$ cat src/hw/rtl/prc_pkg.sv
// ----------------------------------------------------------------------------
// Polar / rectangular converter package
// Item types, fixed-point constants and the arctangent table shared by the
// pipeline stages of the converter.
// ----------------------------------------------------------------------------
package prc_pkg;

  // Width of the internal x, y and angle words.
  localparam int DW = 35;
  // Width of the rounded results ahead of clipping.
  localparam int RW = 27;

  localparam logic OP_TO_RECT  = 1'b0;
  localparam logic OP_TO_POLAR = 1'b1;

  localparam logic signed [DW-1:0] PI_Q30      = 35'sd3373259426;
  localparam logic signed [DW-1:0] TWO_PI_Q30  = 35'sd6746518852;
  localparam logic signed [DW-1:0] HALF_PI_Q30 = 35'sd1686629713;

  localparam logic signed [30:0] GAIN_Q30   = 31'sd652032874;
  localparam logic        [29:0] GAIN_Q30_U = 30'd652032874;

  localparam logic signed [RW-1:0] CLIP_HI = 27'sd8388607;
  localparam logic signed [RW-1:0] CLIP_LO = -27'sd8388608;
  localparam logic signed [23:0]   RES_HI  = 24'sd8388607;
  localparam logic signed [23:0]   RES_LO  = -24'sd8388608;

  typedef struct packed {
    logic               opcode;
    logic signed [23:0] operand_a;
    logic signed [23:0] operand_b;
  } prc_in_t;

  typedef struct packed {
    logic signed [23:0] result_a;
    logic signed [23:0] result_b;
    logic               saturated;
  } prc_out_t;

  // One item in flight: vectoring or rotation, a hold mark for points on the
  // x axis, and the working coordinates and angle.
  typedef struct packed {
    logic                 vec;
    logic                 hold;
    logic signed [DW-1:0] x;
    logic signed [DW-1:0] y;
    logic signed [DW-1:0] z;
  } prc_slot_t;

  function automatic logic signed [DW-1:0] atan_q30(input logic [4:0] idx);
    logic signed [DW-1:0] val;
    case (idx)
      5'd0:    val = 35'sh03243F6A8;
      5'd1:    val = 35'sh01DAC6705;
      5'd2:    val = 35'sh00FADBAFC;
      5'd3:    val = 35'sh007F56EA6;
      5'd4:    val = 35'sh003FEAB76;
      5'd5:    val = 35'sh001FFD55B;
      5'd6:    val = 35'sh000FFFAAA;
      5'd7:    val = 35'sh0007FFF55;
      5'd8:    val = 35'sh0003FFFEA;
      5'd9:    val = 35'sh0001FFFFD;
      5'd10:   val = 35'sh0000FFFFF;
      5'd11:   val = 35'sh00007FFFF;
      5'd12:   val = 35'sh00003FFFF;
      5'd13:   val = 35'sh00001FFFF;
      5'd14:   val = 35'sh00000FFFF;
      5'd15:   val = 35'sh000007FFF;
      5'd16:   val = 35'sh000003FFF;
      5'd17:   val = 35'sh000001FFF;
      5'd18:   val = 35'sh000000FFF;
      5'd19:   val = 35'sh0000007FF;
      5'd20:   val = 35'sh0000003FF;
      5'd21:   val = 35'sh0000001FF;
      5'd22:   val = 35'sh0000000FF;
      5'd23:   val = 35'sh00000007F;
      5'd24:   val = 35'sh00000003F;
      5'd25:   val = 35'sh00000001F;
      5'd26:   val = 35'sh00000000F;
      5'd27:   val = 35'sh000000008;
      5'd28:   val = 35'sh000000004;
      5'd29:   val = 35'sh000000002;
      5'd30:   val = 35'sh000000001;
      default: val = '0;
    endcase
    return val;
  endfunction

endpackage

$ cat src/hw/rtl/prc_post.sv
// ----------------------------------------------------------------------------
// Converter back end
// Radius gain correction as two partial products, rounding to the output
// formats, and clipping into the output register.
// ----------------------------------------------------------------------------
module prc_post (
  input  logic               clk,
  input  logic               rst,
  input  logic               in_valid,
  output logic               in_ready,
  input  prc_pkg::prc_slot_t in_slot,
  output logic               out_valid,
  input  logic               out_ready,
  output prc_pkg::prc_out_t  out_item
);
  import prc_pkg::*;

  logic v1, v2, v3, v4;
  logic en1, en2, en3, en4;

  logic                 vec1, hold1;
  logic        [46:0]   pl1;
  logic signed [48:0]   ph1;
  logic signed [DW-1:0] x1, y1, z1;
  logic signed [17:0]   xh;

  logic                 gain2;
  logic signed [63:0]   sum2;
  logic signed [RW-1:0] ra_d2, rb2;

  logic signed [RW-1:0] ra3, rb3;

  prc_out_t item4, item_next;

  assign en4 = !v4 || out_ready;
  assign en3 = !v3 || en4;
  assign en2 = !v2 || en3;
  assign en1 = !v1 || en2;
  assign in_ready = en1;

  assign xh = in_slot.x[DW-1:17];

  always_comb begin
    item_next = '0;
    if (ra3 > CLIP_HI) begin
      item_next.result_a  = RES_HI;
      item_next.saturated = 1'b1;
    end else if (ra3 < CLIP_LO) begin
      item_next.result_a  = RES_LO;
      item_next.saturated = 1'b1;
    end else begin
      item_next.result_a = ra3[23:0];
    end
    if (rb3 > CLIP_HI) begin
      item_next.result_b  = RES_HI;
      item_next.saturated = 1'b1;
    end else if (rb3 < CLIP_LO) begin
      item_next.result_b  = RES_LO;
      item_next.saturated = 1'b1;
    end else begin
      item_next.result_b = rb3[23:0];
    end
  end

  always_ff @(posedge clk) begin
    if (rst) begin
      v1 <= 1'b0;
      v2 <= 1'b0;
      v3 <= 1'b0;
      v4 <= 1'b0;
    end else begin
      if (en1) v1 <= in_valid;
      if (en2) v2 <= v1;
      if (en3) v3 <= v2;
      if (en4) v4 <= v3;
    end
  end

  always_ff @(posedge clk) begin
    if (en1) begin
      vec1  <= in_slot.vec;
      hold1 <= in_slot.hold;
      x1    <= in_slot.x;
      y1    <= in_slot.y;
      z1    <= in_slot.z;
      pl1   <= in_slot.x[16:0] * GAIN_Q30_U;
      ph1   <= xh * GAIN_Q30;
    end
    if (en2) begin
      gain2 <= vec1 && !hold1;
      sum2  <= (64'(ph1) <<< 17) + $signed({17'b0, pl1});
      ra_d2 <= RW'((x1 + 35'sd128) >>> 8);
      rb2   <= vec1 ? RW'((z1 + 35'sd512) >>> 10) : RW'((y1 + 35'sd128) >>> 8);
    end
    if (en3) begin
      ra3 <= gain2 ? RW'((sum2 + 64'sd137438953472) >>> 38) : ra_d2;
      rb3 <= rb2;
    end
    if (en4) item4 <= item_next;
  end

  assign out_valid = v4;
  assign out_item  = item4;

endmodule

$ cat config.mk
export PLATFORM = sky130hd
export DESIGN_NAME = prc_post
export DESIGN_NICKNAME = d
export VERILOG_FILES = /design/src/hw/rtl/prc_pkg.sv /design/src/hw/rtl/prc_post.sv
export SDC_FILE = /design/constraint.sdc
export NUM_CORES = 2
export LEC_CHECK = 0
export ABC_AREA = 1
export BUFFER_PORTS_ARGS = -buffer_cell sky130_fd_sc_hd__buf_2
export CORE_MARGIN = 2
export CORE_UTILIZATION = 36
export DETAILED_ROUTE_END_ITERATION = 8
export PLACE_DENSITY = 0.54
export SYNTH_ARGS = -nofsm -noshare
export SYNTH_HDL_FRONTEND = slang
export SYNTH_SLANG_ARGS = --single-unit
$ cat constraint.sdc
create_clock -name clk -period 10 [get_ports clk]
set_input_delay 1 -clock clk [delete_from_list [all_inputs] [get_ports clk]]
set_output_delay 1 -clock clk [all_outputs]
set_load 0.05 [all_outputs]
==> results.toml <==
[status]
status = "finished clean"

[sta]
rsz0062_at_grt = "false"
period_share = 0.622
finalHoldViolCount = 0
timing.slew.headroom = 0.344
fin_skew_ns = 0.0263
period_needed_ns = 6.22
fmax_mhz = 161
tightest_slew_ns = 0.984
setup_viol = 0
final-max-slew-violation-count = 0
tns_ns = 0

[synth]
yosys.area_share.xor_xnor = 0.0303
synthArstFlopShare = 0
synth-edff-count = 342
synth-seq-cells = 346
netlist_instances = 3815
synth_seq_area_share = 0.296
synth-compound-area-share = 0.0512
avgSynthCellArea_um2 = 9.18
synth-simple-area-share = 0.169
synth_top_family_by_area = "adder cells"
yosys_warnings = 0
syn-num-nets = 4695
synth_mux_area_frac = 0
synth_fa_ha_area_frac = 0.361
synthDistinctLibCells = 48
synth_ff_type = "edfxtp_1"
synth_area_um2 = 35000

[cells_and_area]
n_antenna_cell = 0
regArea_um2 = 10300
drive_gt1_frac = 0.0646
mostFrequentLayoutCells = "inv_1 (830), nand2_1 (801), fa_1 (403)"
layout_commonest_cell = "inv_1"
area_growth_syn_to_layout_pct = 9.96
multiInputGateArea_um2 = 21400
nets = 4862
nFillCells = 9687

[global_route]
grtUsageMet3 = 0.0189
grt_max_degree = 74
top_usage_layer = "met2"
use_met2 = 0.351
met1_usage = 0.274
antenna_found_initial = 1
grt.overflow.total = 0
grtUsageTotal = 0.201
grt_pass1_vias = 26800
grt_first_pass_wirelength_mm = 153

[die]
top_level_ports = 162
die-height_um = 316
dieArea_um2 = 99700
initial_utilization = 0.363
rows = 114
fp.coreArea_um2 = 96600
die_w_um = 316

[clock_network]
clock_sinks = 346
postCtsHoldBufs = 0
clockBufferDepth = 3
cts_buffers = 37
root_buffer = "clkbuf_16"
ctsHtreeMaxLevel = 2
clkTransAtPathRegs_ns = 0.06
clk_latency_ns = 0.56
cts.repair.resized = 0
cts_tree = "done"
cts_setup_buffers = 0

[detailed_routing]
ant_nets = 0
first_pass_iters = 6
drt_iter0_drc = 1688
via_per_inst = 4.83
drcViolationCount = 0
routed-via-count = 25500
drt_wl_total_mm = 97.9
routedWlPerCell_um = 18.5

[place]
post-dp-hpwl_mm = 83.6
port_buffers = 145
gp_congestion = 0.939

[worst_setup_path]
cp_slowest_stage_delay_ns = 0.70
crit_chain = "buf_2, ha_1, inv_1, fa_1, inv_1, fa_1, fa_1, fa_1, inv_1, fa_1, inv_1, ha_1, a21oi_1, o21ai_0, a21oi_1, o21ai_0, nand2_1, nand3_1, nand2_1, nand2_1"
crit_family = "adder cells"
cpMostUsedCell = "fa_1"
arrival_ns = 6.52
startpoint_type = "input port"
worst-path-buf-inv = 5
cp_data_required_time_ns = 10.30
end_kind = "flip-flop"
worstSetupPathType = "in2reg"
cp_max_fo = 7
slowest_stage = "fa_1"

[min_path]
hold_path_class = "reg2reg"

[job]
drv_cap = 0
layer usage:
metal | share of wire | up-vias
met5 | 0 | -
met4 | 0.018 | 0
met3 | 0.042 | 97
met2 | 0.48 | 598
met1 | 0.46 | 12400
li1 | - | 12500
logic make-up after synthesis:
kind of cell / count (synthesis)
xor+xnor: 121
fa+ha+maj: 769
compound gates: 328
simple gates: 1393
flops: 346
buf+inv: 858
Yosys cell counts (all sizes together), types with 13 or more instances:
cell      n  area (um^2)
a21oi   152          761
clkbuf   21         78.8
edfxtp  342        10300
fa      403         8070
ha      366         4580
inv     835         3130
nand2   809         3060
nand3   146          761
nand4    57          369
nor2    282         1120
nor3     53          298
nor4     14          103
o21ai   112          564
o21bai   13         97.6
xnor2    45          394
xor2     76          666
worst register-to-register path, stage by stage, from the launching register on:
cell and delay (ns):
dfxtp_1 0.31, inv_1 0.05, nor2_1 0.04, inv_2 0.03, buf_4 0.51, nor2_1 0.12
inv_2 0.07, buf_4 0.55, nor2_1 0.20, nand2_4 0.49, buf_4 0.65, buf_4 0.81
state kept, by name, summed over array words and instances, names as in the netlist, 26 cells and up:
signal / flops
ph1: 44
z1: 26
y1: 28
out_item: 49
rb3: 27
sum2: 27
rb2: 27
ra3: 27
pl1: 29
x1: 28
ra_d2: 27
path summary, 6_finish.rpt:
kind	start	end	slack, ns	cells after the start
setup reg to reg	out_valid	ph1[46]	5.73	11
hold / removal	rb2[7]	rb3[7]	0.42	0
hold reg to reg	rb2[7]	rb3[7]	0.42	0
setup / recovery	in_slot[81]	pl1[43]	3.78	20
area by class of cell:
| type | count | area share |
|---|---|---|
| clock buffers | 42 | 0.0245 |
| clock inverters | 24 | 0.00663 |
| inverters | 835 | 0.0815 |
| multi-input cells | 2611 | 0.557 |
| flip-flops and latches | 346 | 0.269 |
| well taps | 1276 | 0.0415 |
| repair buffers | 151 | 0.0200 |
per-stage QoR:
step | utilization | cell area (um^2) | setup WS (ns) | std cells | hold slack [ns]
6_report | 0.399 | 38500 | 3.78 | 5285 | 0.417
4_1_cts | 0.399 | 38500 | 3.85 | 5285 | 0.419
5_1_grt | 0.399 | 38500 | 3.54 | 5285 | 0.422
2_1_floorplan | - | 35000 | 1.96 | 3815 | 0.400
3_3_place_gp | 0.386 | 37300 | 3.25 | 5219 | 0.400
3_5_place_dp | 0.386 | 37300 | 3.28 | 5219 | 0.405
Power is not shown: default switching activity piles up to over one toggle a cycle in this logic, so the estimate is an artifact.
