$ cat src/hw/rtl/prc_pkg.sv
// ----------------------------------------------------------------------------
// Polar / rectangular converter package
// Item types, fixed-point constants and the arctangent table shared by the
// pipeline stages of the converter.
// ----------------------------------------------------------------------------
package prc_pkg;

  // Width of the internal x, y and angle words.
  localparam int DW = 35;
  // Width of the rounded results ahead of clipping.
  localparam int RW = 27;

  localparam logic OP_TO_RECT  = 1'b0;
  localparam logic OP_TO_POLAR = 1'b1;

  localparam logic signed [DW-1:0] PI_Q30      = 35'sd3373259426;
  localparam logic signed [DW-1:0] TWO_PI_Q30  = 35'sd6746518852;
  localparam logic signed [DW-1:0] HALF_PI_Q30 = 35'sd1686629713;

  localparam logic signed [30:0] GAIN_Q30   = 31'sd652032874;
  localparam logic        [29:0] GAIN_Q30_U = 30'd652032874;

  localparam logic signed [RW-1:0] CLIP_HI = 27'sd8388607;
  localparam logic signed [RW-1:0] CLIP_LO = -27'sd8388608;
  localparam logic signed [23:0]   RES_HI  = 24'sd8388607;
  localparam logic signed [23:0]   RES_LO  = -24'sd8388608;

  typedef struct packed {
    logic               opcode;
    logic signed [23:0] operand_a;
    logic signed [23:0] operand_b;
  } prc_in_t;

  typedef struct packed {
    logic signed [23:0] result_a;
    logic signed [23:0] result_b;
    logic               saturated;
  } prc_out_t;

  // One item in flight: vectoring or rotation, a hold mark for points on the
  // x axis, and the working coordinates and angle.
  typedef struct packed {
    logic                 vec;
    logic                 hold;
    logic signed [DW-1:0] x;
    logic signed [DW-1:0] y;
    logic signed [DW-1:0] z;
  } prc_slot_t;

  function automatic logic signed [DW-1:0] atan_q30(input logic [4:0] idx);
    logic signed [DW-1:0] val;
    case (idx)
      5'd0:    val = 35'sh03243F6A8;
      5'd1:    val = 35'sh01DAC6705;
      5'd2:    val = 35'sh00FADBAFC;
      5'd3:    val = 35'sh007F56EA6;
      5'd4:    val = 35'sh003FEAB76;
      5'd5:    val = 35'sh001FFD55B;
      5'd6:    val = 35'sh000FFFAAA;
      5'd7:    val = 35'sh0007FFF55;
      5'd8:    val = 35'sh0003FFFEA;
      5'd9:    val = 35'sh0001FFFFD;
      5'd10:   val = 35'sh0000FFFFF;
      5'd11:   val = 35'sh00007FFFF;
      5'd12:   val = 35'sh00003FFFF;
      5'd13:   val = 35'sh00001FFFF;
      5'd14:   val = 35'sh00000FFFF;
      5'd15:   val = 35'sh000007FFF;
      5'd16:   val = 35'sh000003FFF;
      5'd17:   val = 35'sh000001FFF;
      5'd18:   val = 35'sh000000FFF;
      5'd19:   val = 35'sh0000007FF;
      5'd20:   val = 35'sh0000003FF;
      5'd21:   val = 35'sh0000001FF;
      5'd22:   val = 35'sh0000000FF;
      5'd23:   val = 35'sh00000007F;
      5'd24:   val = 35'sh00000003F;
      5'd25:   val = 35'sh00000001F;
      5'd26:   val = 35'sh00000000F;
      5'd27:   val = 35'sh000000008;
      5'd28:   val = 35'sh000000004;
      5'd29:   val = 35'sh000000002;
      5'd30:   val = 35'sh000000001;
      default: val = '0;
    endcase
    return val;
  endfunction

endpackage

$ cat src/hw/rtl/prc_cordic_stage.sv
// ----------------------------------------------------------------------------
// CORDIC iteration stage
// One shift-add micro-rotation, in rotation or vectoring mode, behind a
// register with its own valid bit.
// ----------------------------------------------------------------------------
module prc_cordic_stage #(
  parameter int SHIFT = 0
) (
  input  logic               clk,
  input  logic               rst,
  input  logic               in_valid,
  output logic               in_ready,
  input  prc_pkg::prc_slot_t in_slot,
  output logic               out_valid,
  input  logic               out_ready,
  output prc_pkg::prc_slot_t out_slot
);
  import prc_pkg::*;

  logic en, v;
  logic pos;
  logic signed [DW-1:0] xs, ys, ang;
  prc_slot_t slot, slot_next;

  assign en = !v || out_ready;
  assign in_ready = en;

  assign xs  = in_slot.x >>> SHIFT;
  assign ys  = in_slot.y >>> SHIFT;
  assign ang = atan_q30(5'(SHIFT));
  assign pos = in_slot.vec ? in_slot.y[DW-1] : !in_slot.z[DW-1];

  always_comb begin
    slot_next = in_slot;
    if (!in_slot.hold) begin
      if (pos) begin
        slot_next.x = in_slot.x - ys;
        slot_next.y = in_slot.y + xs;
        slot_next.z = in_slot.z - ang;
      end else begin
        slot_next.x = in_slot.x + ys;
        slot_next.y = in_slot.y - xs;
        slot_next.z = in_slot.z + ang;
      end
    end
  end

  always_ff @(posedge clk) begin
    if (rst) begin
      v <= 1'b0;
    end else if (en) begin
      v <= in_valid;
    end
  end

  always_ff @(posedge clk) begin
    if (en) slot <= slot_next;
  end

  assign out_valid = v;
  assign out_slot  = slot;

endmodule

$ cat config.mk
export PLATFORM = sky130hd
export DESIGN_NAME = prc_cordic_stage
export DESIGN_NICKNAME = d
export VERILOG_FILES = /design/src/hw/rtl/prc_pkg.sv /design/src/hw/rtl/prc_cordic_stage.sv
export SDC_FILE = /design/constraint.sdc
export NUM_CORES = 1
export LEC_CHECK = 0
export BUFFER_PORTS_ARGS = -buffer_cell sky130_fd_sc_hd__clkbuf_2
export CORE_MARGIN = 2
export CORE_UTILIZATION = 45
export CTS_CLUSTER_DIAMETER = 100
export DETAILED_ROUTE_END_ITERATION = 12
export PLACE_DENSITY = 0.67
export SLEW_MARGIN = 10
export SYNTH_ARGS = -nofsm -noshare
export SYNTH_HDL_FRONTEND = slang
export SYNTH_SLANG_ARGS = --single-unit
$ cat constraint.sdc
create_clock -name clk -period 9.5 [get_ports clk]
set_clock_uncertainty 0.15 [all_clocks]
set_input_delay 2.375 -clock clk [delete_from_list [all_inputs] [get_ports clk]]
set_output_delay 2.375 -clock clk [all_outputs]
set_load 0.05 [all_outputs]
==> out/results.ini, run 1 <==
[placed_design]
numPortBuffers=219
dpl_cell_area_um2=13400
post-dp-hpwl_um=28300
gp_routability_congestion=0.980

[setup_path]
ff2ff_path_depth=2
cp.required_ps=9450
reg2reg_from=out_valid$_SDFFE_PP0P_
end_kind=flip-flop
path_class=input pin to flip-flop
worstSetupStartpointType=input pin
crit_fanout=41
timing.rr.end=out_slot[32]$_DFFE_PP_
r2r_slack_ps=7290
cp.arrival_ps=6040

[yosys]
ys_seq_area_share_pct=26.4
synth.avg_cell_area_um2=7.93
yosys-top-cells-count=a21oi_1 (171), nor2_1 (147), o21ai_0 (136), ha_1 (119), inv_1 (114)
yosys_warnings=0
synthCells=1542
synth-seq-cells=108
yosysMostFrequentCell=a21oi_1
syn_area_um2=12200
yosysTopAreaCellShare_pct=26.3
synthTopCellsByArea=edfxtp_1 (26%), ha_1 (12%), a21oi_1 (7.0%)
synth_nets=1775
synth-edff-count=107
synth_ff_type=edfxtp_1
async_flop_share_pct=0
yosys.area.top_type=edfxtp_1
synth_cell_types=90

[global_routing]
first_global_vias=10969
grt_pass1_wl_um=58900
grt_max_degree=76
antenna_found_initial=2
gr-total-overflow=0
grtUsageTotal_pct=25.6

[detailed_routing]
drt_wl_total_um=37400
vias_per_cell=5.88
drc=0
ant_nets=0
num_vias=11947
dr.pass1.iters=5
drt_iter0_markers=1293
routedWlPerCell_um=18.4

[cts]
clk_pin_slew_ps=90
cts-resized-gates=0
h-tree-depth=3
post_cts_buffers=0
clk_latency_ps=370
ctsHoldBuffers=0
cts_tree=done
cts_made_buffers=9
root_buffer=clkbuf_16
clock-sinks=108
clk_path_buf_depth=2

[floorplan]
pin_count=220
fp-row-count=60
core_area_um2=26800
die_w_um=169
start_util_pct=45.6
die_h_um=169
dieArea_um2=28500

[timing]
fin_setup_tns_ps=0
hold_violations=0
setup_viol=0
slew_viol_final=0
fin_crit_ps=6100
finalCritPeriodShare_pct=64.2
slew_headroom_pct=39.9
tightest_slew_ps=901
rsz0062_at_grt=false
timing.fmax_ghz=0.164

[hold_path]
whs_path_depth=2
hp-class=flip-flop to flip-flop
whs_endpoint=out_valid$_SDFFE_PP0P_
min_from=out_valid$_SDFFE_PP0P_

[run]
max_cap_viol_count=0

[final_layout]
drive_above_1_share_pct=16.3
area_growth_pct=11.9
fin_area_um2=13700
nets=1917

[power]
p_per_area_nw_per_um2=149
ir_worst_vdd_v=0.0000901
p_leak_nw=6.15

[outcome]
outcome=completed

cell families after synthesis:
| logic type | synth area share [%] |
|---|---|
| muxes | 2.24 |
| xor gates and xnor gates | 7.16 |
| and+or+nand+nor | 17.1 |
| DFF | 26.4 |
| AOI/OAI and AO/OA | 27.5 |
| buffers and inverters | 6.93 |
| adders and majority gates | 12.7 |
placed cells by master (no fill, tap or decap), types with 34 or more instances in the layout:
cell and instances:
a21o_1 49, a21oi_1 171, clkbuf_2 218, edfxtp_1 107, ha_1 119, inv_1 114
nand2_1 108, nor2_1 147, nor3_1 34, o21ai_0 136, xnor2_1 68
state kept, by name (all words and copies together) (netlist names):
| name | count |
|---|---|
| out_slot | 107 |
| out_valid | 1 |
how the worst max path moves through the flow:
| stage | from | to | cells past startpoint |
|---|---|---|---|
| after floorplan | out_ready | in_ready | 1 |
| after global placement | in_slot[106] | out_slot[31]$_DFFE_PP_ | 15 |
| after detailed placement | in_slot[106] | out_slot[31]$_DFFE_PP_ | 15 |
| after CTS | in_slot[106] | out_slot[31]$_DFFE_PP_ | 15 |
| after global routing | in_slot[106] | out_slot[31]$_DFFE_PP_ | 15 |
| final | in_slot[106] | out_slot[31]$_DFFE_PP_ | 15 |
power breakdown:
group          internal (mW)  switching (mW)  total (mW)
sequential             0.615          0.0231       0.638
combinational          0.298           0.705        1.00
clock                  0.186           0.210       0.395
routing by layer:
metal  wire length [um]  share of wire [%]  track usage [%]  up-vias
met5                  0                  0                0        -
met4                731                2.0             6.78        0
met3               2700                7.2             3.53       40
met2              16500                 44             40.0      501
met1              17500                 47             37.0     5573
li1                   -                  -                -     5833
stage by stage:
stage	hold slack (ps)	utilization [%]	worst slack, ps	cells	power [mW]
after CTS	894	51.0	3460	2030	2.04
after global routing	964	51.1	3240	2032	2.14
after floorplan	2290	-	1640	1542	1.40
final	847	51.1	3400	2032	2.04
after global placement	856	49.9	3220	2014	1.63
after detailed placement	882	49.9	3120	2014	1.64
critical path, cell delays in order:
cell	delay, ps
clkbuf_2	150
or2b_4	350
nand2_4	300
inv_4	270
ha_1	480
nand2_1	170
o21bai_1	80
a32oi_1	230
o211ai_1	290
a31o_2	370
a211oi_1	400
a21oi_1	130
nor2_1	130
xor2_1	210
o21ai_0	100
final cells by class:
class	count	area (um^2)
inverter	116	438
sequential	108	3230
tap	341	427
antenna	2	5.00
clock buffer	9	225
timing repair buffer	224	1140
multi-input combinational	1225	8150
clock inverter	7	66.3
fill	2619	13100
Note: power is estimated with default switching activity, not from simulation.
==> run 2, diff against run 1 <==
==> constraint.sdc (replaced) <==
create_clock -name clk -period 6 [get_ports clk]
set_clock_uncertainty 0.15 [all_clocks]
set_input_delay 1.5 -clock clk [delete_from_list [all_inputs] [get_ports clk]]
set_output_delay 1.5 -clock clk [all_outputs]
set_load 0.05 [all_outputs]
==> run 2 against run 1 <==
Effect of this change: core utilization rose by 0.43 points; combinational power rose by 60%; non-clock buffer count rose by 13; critical path depth rose by 1; final area rose by 0.85%; highest routed layer unchanged.
==> out/results.ini, run 2 (synthesis gave the netlist of run 1 again) <==
[outcome]
outcome=completed

[hold_path]
whs_endpoint=out_slot[74]$_DFFE_PP_
whs_path_depth=1  ; -1
hp-class=flip-flop to flip-flop
min_from=out_valid$_SDFFE_PP0P_

[global_routing]
grt_max_degree=74  ; -2.6%
first_global_vias=11004  ; +0.32%
grt_pass1_wl_um=58700  ; -0.32%
grtUsageTotal_pct=25.7  ; +0.088 points
gr-total-overflow=0  ; unchanged
antenna_found_initial=1  ; -1

[power]
p_switching_mw=1.48  ; +58%
p_comb_share_pct=48.8  ; -0.4 points
p_sw_share_pct=45.4  ; -0.70 points
p_per_area_nw_per_um2=237  ; +59%
p_clk_share_pct=20.4  ; +1.0 points
p_leak_nw=6.22  ; +1.2%
ir_worst_vdd_v=0.000145  ; +61%
total_power_mw=3.27  ; +61%
pwr-share-seq_pct=30.8  ; -0.5 points
p_int_mw=1.79  ; +63%

[final_layout]
area_growth_pct=12.9
nets=1930  ; +0.68%
final_cell_mix=clkbuf_2 (218), a21oi_1 (171), nor2_1 (147)
final_common_cell=clkbuf_2
seq_area_um2=3230  ; unchanged
layout.cells.non_filler=2044  ; +0.59%
fin_area_um2=13800  ; +0.85%
largest_reg_flops=107  ; unchanged
multi_input_area_um2=8150  ; unchanged
utilization_pct=51.5  ; +0.43 points
n_fill_cell=2647  ; +1.1%
drive_above_1_share_pct=17.0  ; +0.64 points

[detailed_routing]
ant_nets=0  ; unchanged
num_vias=11976  ; +0.24%
dr.pass1.iters=5  ; unchanged
drt_wl_total_um=37600  ; +0.41%
drc=0  ; unchanged
routedWlPerCell_um=18.4  ; -0.18%
vias_per_cell=5.86  ; -0.35%
drt_iter0_markers=1176  ; -9.0%

[timing]
fin_setup_tns_ps=0  ; unchanged
slew_headroom_pct=36.1  ; -3.8 points
tightest_slew_ps=958  ; +57.2 ps
hold_violations=0  ; unchanged
setup_ws_ps=986  ; -2420 ps
rsz0062_at_grt=false
timing.fmax_ghz=0.199
setup_viol=0  ; unchanged
whs_ps=876  ; +29.1 ps
fin_crit_ps=5010
finalCritPeriodShare_pct=83.6
slew_viol_final=0  ; unchanged

[cts]
post_cts_buffers=0  ; unchanged
clock-sinks=108  ; unchanged
clk_path_buf_depth=2  ; unchanged
h-tree-depth=3  ; unchanged
clk_pin_slew_ps=90  ; about the same
cts_made_buffers=9  ; unchanged
cts-resized-gates=0  ; unchanged
clk_latency_ps=370  ; about the same
ctsHoldBuffers=0  ; unchanged
root_buffer=clkbuf_16
cts_tree=done

[setup_path]
end_kind=flip-flop
cp_num_buf_inv=2  ; unchanged
worstSetupStartpointType=input pin
reg2reg_from=out_valid$_SDFFE_PP0P_
cp.required_ps=5940  ; -3510 ps
ff2ff_path_depth=2  ; unchanged
worst_path_max_delay_cell=buf_4
r2r_slack_ps=3740  ; -3550 ps
crit_fanout=48  ; +17%
critical_path.max_stage_delay_ps=450  ; -30 ps
path_cells=clkbuf_2, or2b_4, nand2_4, buf_4, xnor2_1, ha_1, a21oi_1, o21ai_0, nand4_1, o211ai_1, a31o_2, a211oi_1, a21oi_1, nor2_1, xor2_1, o21ai_0
path_class=input pin to flip-flop
path_depth=16  ; +1
cp_top_family=compound AO/OA/AOI/OAI gates
cp.arrival_ps=4960  ; -1080 ps
timing.rr.end=out_slot[64]$_DFFE_PP_

[placed_design]
gp_routability_congestion=0.944  ; -3.7%
post-dp-hpwl_um=28500  ; +0.72%
placed_cells=2027  ; +0.65%
numPortBuffers=219  ; unchanged
post-place-ws_ps=647  ; -2470 ps
dpl_cell_area_um2=13500  ; +0.73%

[floorplan]
start_util_pct=45.6  ; unchanged
die_h_um=169  ; unchanged
core_area_um2=26800  ; unchanged
fp-row-count=60  ; unchanged
die_w_um=169  ; unchanged
dieArea_um2=28500  ; unchanged
pin_count=220  ; unchanged

[run]
max_cap_viol_count=0  ; unchanged

==> run 2: cell type report <==
| type | instances | area share, % |
|---|---|---|
| antenna | 1 | 0.0181 |
| inverter | 116 | 3.17 |
| tap | 341 | 3.09 |
| sequential | 108 | 23.4 |
| multi-input combinational | 1225 | 59.1 |
| timing repair buffer | 237 | 8.94 |
| clock buffer | 10 | 1.66 |
| clock inverter | 6 | 0.607 |
==> run 2: how the worst max path moves through the flow <==
stage                 start                     end  slack [ps]
4_1_cts        in_slot[106]  out_slot[31]$_DFFE_PP_        1020
5_1_grt        in_slot[106]  out_slot[31]$_DFFE_PP_         670
6_report       in_slot[106]  out_slot[31]$_DFFE_PP_         990
3_3_place_gp    in_slot[52]  out_slot[67]$_DFFE_PP_         740
3_5_place_dp   in_slot[106]  out_slot[31]$_DFFE_PP_         650
2_1_floorplan   in_slot[69]  out_slot[34]$_DFFE_PP_         430
==> run 2: power groups by stage <==
stage	registers, mW	clock network (mW)	logic, mW
floorplan	1.43	0	0.784
global placement	1.02	0	1.57
detailed placement	1.03	0	1.57
CTS	1.01	0.683	1.58
global route	1.02	0.701	1.72
finish	1.01	0.667	1.60
==> run 2: worst register-to-register path: stages, from the launching register on <==
cell,delay [ps]
dfxtp_1,340
nand2b_4,450
buf_4,830
==> run 2: routing by layer <==
metal	vias up	track usage (%)	part of all wire [%]
met4	0	8.85	2.5
met1	5613	37.2	47
met3	55	2.81	6.3
li1	5855	-	-
met5	-	0	0
met2	453	39.6	44
