$ cat src/hw/rtl/prc_pkg.sv
// ----------------------------------------------------------------------------
// Polar / rectangular converter package
// Item types, fixed-point constants and the arctangent table shared by the
// pipeline stages of the converter.
// ----------------------------------------------------------------------------
package prc_pkg;

  // Width of the internal x, y and angle words.
  localparam int DW = 35;
  // Width of the rounded results ahead of clipping.
  localparam int RW = 27;

  localparam logic OP_TO_RECT  = 1'b0;
  localparam logic OP_TO_POLAR = 1'b1;

  localparam logic signed [DW-1:0] PI_Q30      = 35'sd3373259426;
  localparam logic signed [DW-1:0] TWO_PI_Q30  = 35'sd6746518852;
  localparam logic signed [DW-1:0] HALF_PI_Q30 = 35'sd1686629713;

  localparam logic signed [30:0] GAIN_Q30   = 31'sd652032874;
  localparam logic        [29:0] GAIN_Q30_U = 30'd652032874;

  localparam logic signed [RW-1:0] CLIP_HI = 27'sd8388607;
  localparam logic signed [RW-1:0] CLIP_LO = -27'sd8388608;
  localparam logic signed [23:0]   RES_HI  = 24'sd8388607;
  localparam logic signed [23:0]   RES_LO  = -24'sd8388608;

  typedef struct packed {
    logic               opcode;
    logic signed [23:0] operand_a;
    logic signed [23:0] operand_b;
  } prc_in_t;

  typedef struct packed {
    logic signed [23:0] result_a;
    logic signed [23:0] result_b;
    logic               saturated;
  } prc_out_t;

  // One item in flight: vectoring or rotation, a hold mark for points on the
  // x axis, and the working coordinates and angle.
  typedef struct packed {
    logic                 vec;
    logic                 hold;
    logic signed [DW-1:0] x;
    logic signed [DW-1:0] y;
    logic signed [DW-1:0] z;
  } prc_slot_t;

  function automatic logic signed [DW-1:0] atan_q30(input logic [4:0] idx);
    logic signed [DW-1:0] val;
    case (idx)
      5'd0:    val = 35'sh03243F6A8;
      5'd1:    val = 35'sh01DAC6705;
      5'd2:    val = 35'sh00FADBAFC;
      5'd3:    val = 35'sh007F56EA6;
      5'd4:    val = 35'sh003FEAB76;
      5'd5:    val = 35'sh001FFD55B;
      5'd6:    val = 35'sh000FFFAAA;
      5'd7:    val = 35'sh0007FFF55;
      5'd8:    val = 35'sh0003FFFEA;
      5'd9:    val = 35'sh0001FFFFD;
      5'd10:   val = 35'sh0000FFFFF;
      5'd11:   val = 35'sh00007FFFF;
      5'd12:   val = 35'sh00003FFFF;
      5'd13:   val = 35'sh00001FFFF;
      5'd14:   val = 35'sh00000FFFF;
      5'd15:   val = 35'sh000007FFF;
      5'd16:   val = 35'sh000003FFF;
      5'd17:   val = 35'sh000001FFF;
      5'd18:   val = 35'sh000000FFF;
      5'd19:   val = 35'sh0000007FF;
      5'd20:   val = 35'sh0000003FF;
      5'd21:   val = 35'sh0000001FF;
      5'd22:   val = 35'sh0000000FF;
      5'd23:   val = 35'sh00000007F;
      5'd24:   val = 35'sh00000003F;
      5'd25:   val = 35'sh00000001F;
      5'd26:   val = 35'sh00000000F;
      5'd27:   val = 35'sh000000008;
      5'd28:   val = 35'sh000000004;
      5'd29:   val = 35'sh000000002;
      5'd30:   val = 35'sh000000001;
      default: val = '0;
    endcase
    return val;
  endfunction

endpackage

$ cat src/hw/rtl/prc_pre.sv
// ----------------------------------------------------------------------------
// Converter front end
// Four register stages: operand decode and angle wrap, quadrant fold, gain
// multiply and rounding of the prescaled radius.
// ----------------------------------------------------------------------------
module prc_pre (
  input  logic               clk,
  input  logic               rst,
  input  logic               in_valid,
  output logic               in_ready,
  input  prc_pkg::prc_in_t   in_item,
  output logic               out_valid,
  input  logic               out_ready,
  output prc_pkg::prc_slot_t out_slot
);
  import prc_pkg::*;

  logic v1, v2, v3, v4;
  logic en1, en2, en3, en4;
  prc_slot_t s1, s2, s3, s4;
  prc_slot_t s1_next, s2_next, s4_next;
  logic signed [55:0] prod3;
  logic signed [24:0] r2;
  logic signed [DW-1:0] a_ext, b_ext, z_ang;

  assign en4 = !v4 || out_ready;
  assign en3 = !v3 || en4;
  assign en2 = !v2 || en3;
  assign en1 = !v1 || en2;
  assign in_ready = en1;

  assign a_ext = DW'(in_item.operand_a);
  assign b_ext = DW'(in_item.operand_b);
  assign z_ang = b_ext <<< 10;
  assign r2 = s2.x[24:0];

  always_comb begin
    s1_next = '0;
    if (in_item.opcode == OP_TO_RECT) begin
      s1_next.x = a_ext;
      if (z_ang > PI_Q30) begin
        s1_next.z = z_ang - TWO_PI_Q30;
      end else if (z_ang < -PI_Q30) begin
        s1_next.z = z_ang + TWO_PI_Q30;
      end else begin
        s1_next.z = z_ang;
      end
    end else if (in_item.operand_b == '0) begin
      // A point on the x axis skips the iterations.
      s1_next.vec  = 1'b1;
      s1_next.hold = 1'b1;
      if (in_item.operand_a < 0) begin
        s1_next.x = -(a_ext <<< 8);
        s1_next.z = PI_Q30;
      end else begin
        s1_next.x = a_ext <<< 8;
      end
    end else begin
      s1_next.vec = 1'b1;
      if (in_item.operand_a < 0) begin
        s1_next.x = -(a_ext <<< 8);
        s1_next.y = -(b_ext <<< 8);
        s1_next.z = (in_item.operand_b > 0) ? PI_Q30 : -PI_Q30;
      end else begin
        s1_next.x = a_ext <<< 8;
        s1_next.y = b_ext <<< 8;
      end
    end
  end

  always_comb begin
    s2_next = s1;
    if (!s1.vec) begin
      if (s1.z > HALF_PI_Q30) begin
        s2_next.z = s1.z - PI_Q30;
        s2_next.x = -s1.x;
      end else if (s1.z < -HALF_PI_Q30) begin
        s2_next.z = s1.z + PI_Q30;
        s2_next.x = -s1.x;
      end
    end
  end

  always_comb begin
    s4_next = s3;
    if (!s3.vec) begin
      s4_next.x = DW'((prod3 + 56'sd2097152) >>> 22);
      s4_next.y = '0;
    end
  end

  always_ff @(posedge clk) begin
    if (rst) begin
      v1 <= 1'b0;
      v2 <= 1'b0;
      v3 <= 1'b0;
      v4 <= 1'b0;
    end else begin
      if (en1) v1 <= in_valid;
      if (en2) v2 <= v1;
      if (en3) v3 <= v2;
      if (en4) v4 <= v3;
    end
  end

  always_ff @(posedge clk) begin
    if (en1) s1 <= s1_next;
    if (en2) s2 <= s2_next;
    if (en3) begin
      s3    <= s2;
      prod3 <= r2 * GAIN_Q30;
    end
    if (en4) s4 <= s4_next;
  end

  assign out_valid = v4;
  assign out_slot  = s4;

endmodule

$ cat config.mk
export PLATFORM = sky130hd
export DESIGN_NAME = prc_pre
export DESIGN_NICKNAME = d
export VERILOG_FILES = /design/src/hw/rtl/prc_pkg.sv /design/src/hw/rtl/prc_pre.sv
export SDC_FILE = /design/constraint.sdc
export NUM_CORES = 1
export LEC_CHECK = 0
export BUFFER_PORTS_ARGS = -buffer_cell sky130_fd_sc_hd__buf_2
export CELL_PAD_IN_SITES_DETAIL_PLACEMENT = 1
export CELL_PAD_IN_SITES_GLOBAL_PLACEMENT = 1
export CORE_ASPECT_RATIO = 0.9
export CORE_UTILIZATION = 46
export DETAILED_ROUTE_END_ITERATION = 10
export PLACE_DENSITY = 0.76
export SLEW_MARGIN = 5
export SYNTH_ARGS = -nofsm -noshare
export SYNTH_HDL_FRONTEND = slang
export SYNTH_SLANG_ARGS = --single-unit
$ cat constraint.sdc
create_clock -name clk -period 6.4 [get_ports clk]
set_input_delay 0.96 -clock clk [delete_from_list [all_inputs] [get_ports clk]]
set_output_delay 0.96 -clock clk [all_outputs]
set_load 0.02 [all_outputs]
==> impl_metrics.env, run 1 <==
export IMPL_status="finished with violations"
export IMPL_violations="negative setup slack"
export IMPL_min_path_cells=0
export IMPL_routed_wl_um=95330
export IMPL_slowest_stage="fa_1"
export IMPL_crit_chain="buf_6 > ha_4 > inv_4 > fa_1 > inv_2 > fa_1 > inv_2 > fa_1 > fa_1 > inv_2 > fa_1 > fa_1 > ha_4 > a211oi_2 > nand2_2 > a211oi_4 > a211oi_2 > o21ai_2 > a21oi_4 > a2111oi_4 > o211ai_1 > a31oi_1 > xnor2_1"
export IMPL_cts_tree="built"
export IMPL_grt_usage_pct=27.58
export IMPL_netlist_area_leader_share_pct=40.57
export IMPL_yosys_register_bits=427
export IMPL_rr_startpoint="r2[8]"
export IMPL_highest_layer="met4"
export IMPL_wl_met3_um=3712
export IMPL_rsz0062_at_grt="yes"
export IMPL_synthTopCellsByArea="edfxtp_1 (41%), fa_1 (20%), ha_1 (11%)"
export IMPL_diodes=0
export IMPL_drc=0
export IMPL_pin_count=162
export IMPL_hpwl_um=74840
export IMPL_postCtsHoldBufs=0
export IMPL_fp_dieArea_um2=69120
export IMPL_fill_cells=7063
export IMPL_dieWidth_um=277.0
export IMPL_seq_area_frac_synth_pct=40.82
export IMPL_drtIter0Drc=1371
export IMPL_yosysWarnings=0
export IMPL_clockBufferDepth=3
export IMPL_cp_start_kind="flip-flop"
export IMPL_ant_nets=0
export IMPL_critPathMaxFanout=3
export IMPL_synth_ff_type="edfxtp_1"
export IMPL_fin_setup_tns_ns=-5.079
export IMPL_clock_fmax_mhz=147.1
export IMPL_reg2regPathDepth=23
export IMPL_cts_buffers_inserted=46
export IMPL_synth_cell_area_um2=31310
export IMPL_synth_avg_cell_area_um2=11.55
export IMPL_cts_root_buf="clkbuf_16"
export IMPL_synth_largest_area_cell="edfxtp_1"
export IMPL_routed_via_density=5.412
export IMPL_startpoint="r2[8]"
export IMPL_synth_edf_count=423
export IMPL_grt_overflow=0
export IMPL_crit_path_end_kind="flip-flop"
export IMPL_clock_latency_ns=0.62
export IMPL_hold_path_class="flip-flop to flip-flop"
export IMPL_dr_wl_met2_um=46720
export IMPL_relSlewSlack_pct=20.16
export IMPL_antenna_found_initial=1
export IMPL_grt_start_max_net_pins=83
export IMPL_m1WireLength_um=42540
export IMPL_async_reset_ff_share_pct=0
export IMPL_setup_viol=21
export IMPL_path_class="flip-flop to flip-flop"
export IMPL_grt_pass1_wl_um=143700
export IMPL_utilization_pct=55.17
export IMPL_nNetsFinal=3718
export IMPL_path_clk_slew_ns=0.06
export IMPL_layout_min_cycle_time_ns=6.799
export IMPL_start_util_pct=46.58
export IMPL_skew_ns=0.05377
export IMPL_routedWlPerCell_um=23.84
export IMPL_gp_congestion=0.9590
export IMPL_cp_arrival_ns=7.11
export IMPL_grt_pass1_vias=23812
export IMPL_dieHeight_um=249.5
export IMPL_rows=90
export IMPL_cts_sinks=427
export IMPL_ys_types=78
export IMPL_vias=21643
export IMPL_portBuffers=152
export IMPL_timing_final_crit_share_pct=106.2
export IMPL_critPathMostFrequentCell="fa_1"
export IMPL_drv_slew=0
export IMPL_hold_viol=0
export IMPL_dr_pass1_iters=5
export IMPL_h_tree_depth=2
export IMPL_core_area_um2=67230
export IMPL_hold_start="s2[104]"
export IMPL_fin_ws_ns=-0.3987
export IMPL_tightest_slew_ns=1.198
export IMPL_maxCapViolations=0
export IMPL_drive_above_1_share_pct=20.32
export IMPL_slowest_delay_ns=0.61
export IMPL_syn_inst=2710
export IMPL_required_ns=6.71
export IMPL_syn2layout_area_growth_pct=18.44
[cells by family (layout without fill, tap and decap cells)]
kind of cell / count (synthesis) / in the layout / share of synthesized area [%]
other: 1 / 9 / 0.01198
adder cells (fa/ha/maj): 574 / 574 / 30.34
buffers and inverters: 584 / 991 / 7.176
flip-flops: 427 / 427 / 40.82
XOR/XNOR: 195 / 195 / 5.454
AND/OR/NAND/NOR: 524 / 524 / 8.092
multiplexers: 6 / 6 / 0.2078
AO/OA/AOI/OAI: 399 / 399 / 7.892
[per-stage QoR]
stage / instance area [um2] / cells / setup WS, ns / hold slack [ns]
CTS: 36830 / 3988 / -0.2430 / 0.4166
finish: 37090 / 3999 / -0.3987 / 0.4159
floorplan: 31430 / 2718 / -0.002807 / 0.4003
detailed placement: 34550 / 3864 / -0.7714 / 0.4052
global placement: 34550 / 3864 / -0.6527 / 0.4015
global route: 37090 / 3999 / -0.5388 / 0.4237
[path summary, 6_finish.rpt]
kind	to	slack, ns
min reg2reg	s3[104]	0.42
min	s3[104]	0.42
max reg2reg	prod3[55]	-0.40
max	prod3[55]	-0.40
[cells in the mapped netlist (all sizes together) (7+ instances only)]
cell	count
nor4	9
or3	14
nor2	133
and3	18
o21bai	7
ha	265
nand2	157
nand3	32
o41ai	10
a31oi	19
o21ai	121
xor2	102
nand4	24
a21oi	111
and2	37
xnor2	93
edfxtp	423
a21o	23
nand2b	17
buf	20
or4	7
o22ai	9
nor3	27
nor2b	22
or2	11
fa	309
o211ai	15
clkbuf	80
a211o	7
inv	484
o31ai	25
[worst max-delay path: cells and delay by family, from the launching register on]
kind,cells,cell delay [ns]
compound gates,8,1.80
xor+xnor,1,0.11
fa+ha+maj,8,3.65
buf+inv,5,0.35
flops,1,0.44
simple gates,1,0.14
[per-layer routing]
metal	GRT usage, %	vias to the layer above
met4	6.810	0
met3	3.061	144
met1	37.58	11164
met2	47.14	511
met5	0	-
li1	-	9824
[cells in the final DEF (no fill, tap or decap), types with 24 or more instances in the layout]
master	count
o31ai_1	24
edfxtp_1	423
and2_1	34
buf_4	256
nand2_1	148
o21ai_1	35
buf_2	152
nor2_1	128
nand3_1	29
inv_1	464
nand4_1	24
xnor2_1	92
o21ai_0	83
ha_1	238
a21oi_1	98
clkbuf_16	47
nor3_1	26
ha_4	25
fa_1	289
xor2_1	102
[timing repair]
item                       CTS  global route
pin swaps                  120            44
resized for setup          102            46
setup endpoints to repair   26            26
buffers inserted            44            14
[area by class of cell]
cell class                 instances  area [um2]  area share [%]
timing repair buffer             425        2883           7.773
clock inverter                    25       272.8          0.7355
multi-input combinational       1707       17020           45.88
tap                              874        1094           2.949
clock buffer                      57        1214           3.272
inverter                         484        1827           4.926
sequential                       427       12780           34.47
[registers in the layout, summed over array words and instances (netlist names)]
name,flops
out_slot,98
s3,98
s1,94
s2,73
prod3,35
r2,25
out_valid,1
v1,1
v2,1
v3,1
Power of run 1 is not shown: default switching activity piles up to over one toggle a cycle in this logic, so the estimate is an artifact.
==> run 2, diff against run 1 <==
- CORE_UTILIZATION: 46 -> 47
- CTS_BUF_LIST: not set -> sky130_fd_sc_hd__clkbuf_8
- PLACE_DENSITY: 0.76 -> 0.78
- SLEW_MARGIN: 5 -> 20
==> run 2 against run 1 <==
  * The run ends with design-rule violations, negative setup slack left
  * Clock skew fell by 0.021 ns
  * Global-route usage fell by 0.31 points
  * Register-to-register slack got worse by 0.04 ns
  * Design area fell by 0.23%
  * Non-clock buffer count rose by 6
  * First-iteration DRC count fell by 12%
  * Utilization rose by 1.2 points
  * Via count rose by 0.88%
  * Sequential share of layout area rose by 0.080 points
  * Highest routed layer is now met5
==> impl_metrics.env, run 2 (synthesized netlist as in run 1, its figures left out) <==
export IMPL_status="finished with violations"
export IMPL_violations="design-rule violations, negative setup slack"
export IMPL_critPathMaxFanout=4
export IMPL_clockBufferDepth=3
export IMPL_maxCapViolations=0
export IMPL_setup_viol=21
export IMPL_hold_start="s3[32]"
export IMPL_dieHeight_um=246.9
export IMPL_start_util_pct=47.66
export IMPL_ant_nets=0
export IMPL_core_area_um2=65700
export IMPL_grt_usage_pct=27.27
export IMPL_grt_pass1_vias=24043
export IMPL_path_class="flip-flop to flip-flop"
export IMPL_routed_via_density=5.407
export IMPL_routed_wl_um=91980
export IMPL_min_path_cells=0
export IMPL_skew_ns=0.03326
export IMPL_fin_ws_ns=-0.4390
export IMPL_clock_fmax_mhz=146.2
export IMPL_reg2regPathDepth=22
export IMPL_utilization_pct=56.32
export IMPL_tightest_slew_ns=1.054
export IMPL_hold_ws_ns=0.4146
export IMPL_portBuffers=152
export IMPL_timing_final_crit_share_pct=106.9
export IMPL_cp_arrival_ns=7.28
export IMPL_pin_count=162
export IMPL_hpwl_um=71550
export IMPL_cts_root_buf="clkbuf_8"
export IMPL_nNetsFinal=3752
export IMPL_slowest_delay_ns=0.58
export IMPL_clock_latency_ns=0.70
export IMPL_postCtsHoldBufs=0
export IMPL_dieWidth_um=274.1
export IMPL_h_tree_depth=3
export IMPL_rows=89
export IMPL_path_clk_slew_ns=0.06
export IMPL_startpoint="r2[6]"
export IMPL_crit_path_end_kind="flip-flop"
export IMPL_grt_pass1_wl_um=139300
export IMPL_routedWlPerCell_um=22.78
export IMPL_final_common_cell="inv_1"
export IMPL_drc=4
export IMPL_antenna_found_initial=3
export IMPL_vias=21834
export IMPL_drv_slew=0
export IMPL_layout_common_cells="inv_1 (473), edfxtp_1 (423), fa_1 (292)"
export IMPL_drive_above_1_share_pct=21.40
export IMPL_slowest_stage="fa_2"
export IMPL_rr_startpoint="r2[6]"
export IMPL_relSlewSlack_pct=29.56
export IMPL_cts_tree="built"
export IMPL_holdPathEnd="out_slot[32]"
export IMPL_hold_viol=0
export IMPL_ff2ff_setup_slack_ns=-0.44
export IMPL_dr_pass1_iters=8
export IMPL_syn2layout_area_growth_pct=18.17
export IMPL_timing_rr_end="prod3[49]"
export IMPL_hold_path_class="flip-flop to flip-flop"
export IMPL_grt_overflow=0
export IMPL_gp_congestion=0.9568
export IMPL_required_ns=6.84
export IMPL_layout_min_cycle_time_ns=6.839
export IMPL_rsz0062_at_grt="yes"
export IMPL_drtIter0Drc=1211
export IMPL_cts_buffers_inserted=74
export IMPL_cts_sinks=427
export IMPL_grt_start_max_net_pins=96
export IMPL_crit_chain="buf_4 > fa_2 > fa_1 > fa_2 > fa_2 > ha_1 > inv_1 > fa_1 > inv_1 > fa_1 > ha_4 > nand4_1 > o21bai_1 > o311ai_2 > o211ai_1 > buf_4 > nand4_1 > a211o_4 > a21oi_4 > a31o_4 > a311oi_2 > xnor2_1"
export IMPL_fp_dieArea_um2=67660
export IMPL_cp_start_kind="flip-flop"
[run 2: changes by cell type in the layout (fill, tap and decap cells not counted), sizes merged, moves of 2 or more]
cell    change
inv        +22
buf         +6
clkbuf     +17
bufinv      -2
clkinv      +6
[run 2: critical path, delay by kind of cell (launching register included)]
| kind | cells | cell delay [ns] |
|---|---|---|
| buffers and inverters | 4 | 0.48 |
| adder cells (fa/ha/maj) | 8 | 3.66 |
| XOR/XNOR | 1 | 0.15 |
| flip-flops | 1 | 0.49 |
| AND/OR/NAND/NOR | 2 | 0.27 |
| AO/OA/AOI/OAI | 7 | 1.57 |
[run 2: how the worst max path moves through the flow]
stage | endpoint | cells after the start
3_5_place_dp | prod3[55] | 25
2_1_floorplan | prod3[49] | 21
5_1_grt | prod3[49] | 25
3_3_place_gp | prod3[54] | 22
4_1_cts | prod3[54] | 24
6_report | prod3[49] | 22
[run 2: what timing repair did]
item,4_1_cts,5_1_grt
resized for setup,63,101
cloned,0,0
buffers inserted,26,22
setup endpoints to repair,24,27
pin swaps,68,89
hold endpoints to repair,0,0
[run 2: final cells by class]
type	instances	area (um2)
flip-flops and latches	427	12780
diodes	1	2.502
clock inverters	50	331.6
repair buffers	431	2930
fillers	6968	28700
well taps	864	1081
multi-input cells	1707	17030
inverters	484	1828
clock buffers	74	1018
[run 2: stage by stage]
stage	setup WS, ns	cells	TNS, ns	area [um2]
floorplan	-0.002807	2718	-0.002807	31430
global placement	-0.5415	3865	-5.952	34610
detailed placement	-0.7941	3865	-10.45	34610
CTS	-0.2971	4015	-3.625	36420
global route	-0.5945	4038	-9.550	37000
finish	-0.4390	4038	-5.877	37000
[run 2: per-layer routing]
metal	global-route usage (%)	vias to the layer above	share of wire [%]
met2	47.82	538	51
li1	-	9892	-
met3	3.311	150	4.3
met4	7.369	4	2.3
met5	0	-	0.030
met1	35.60	11250	42
Power of run 2 is left out for the same reason.
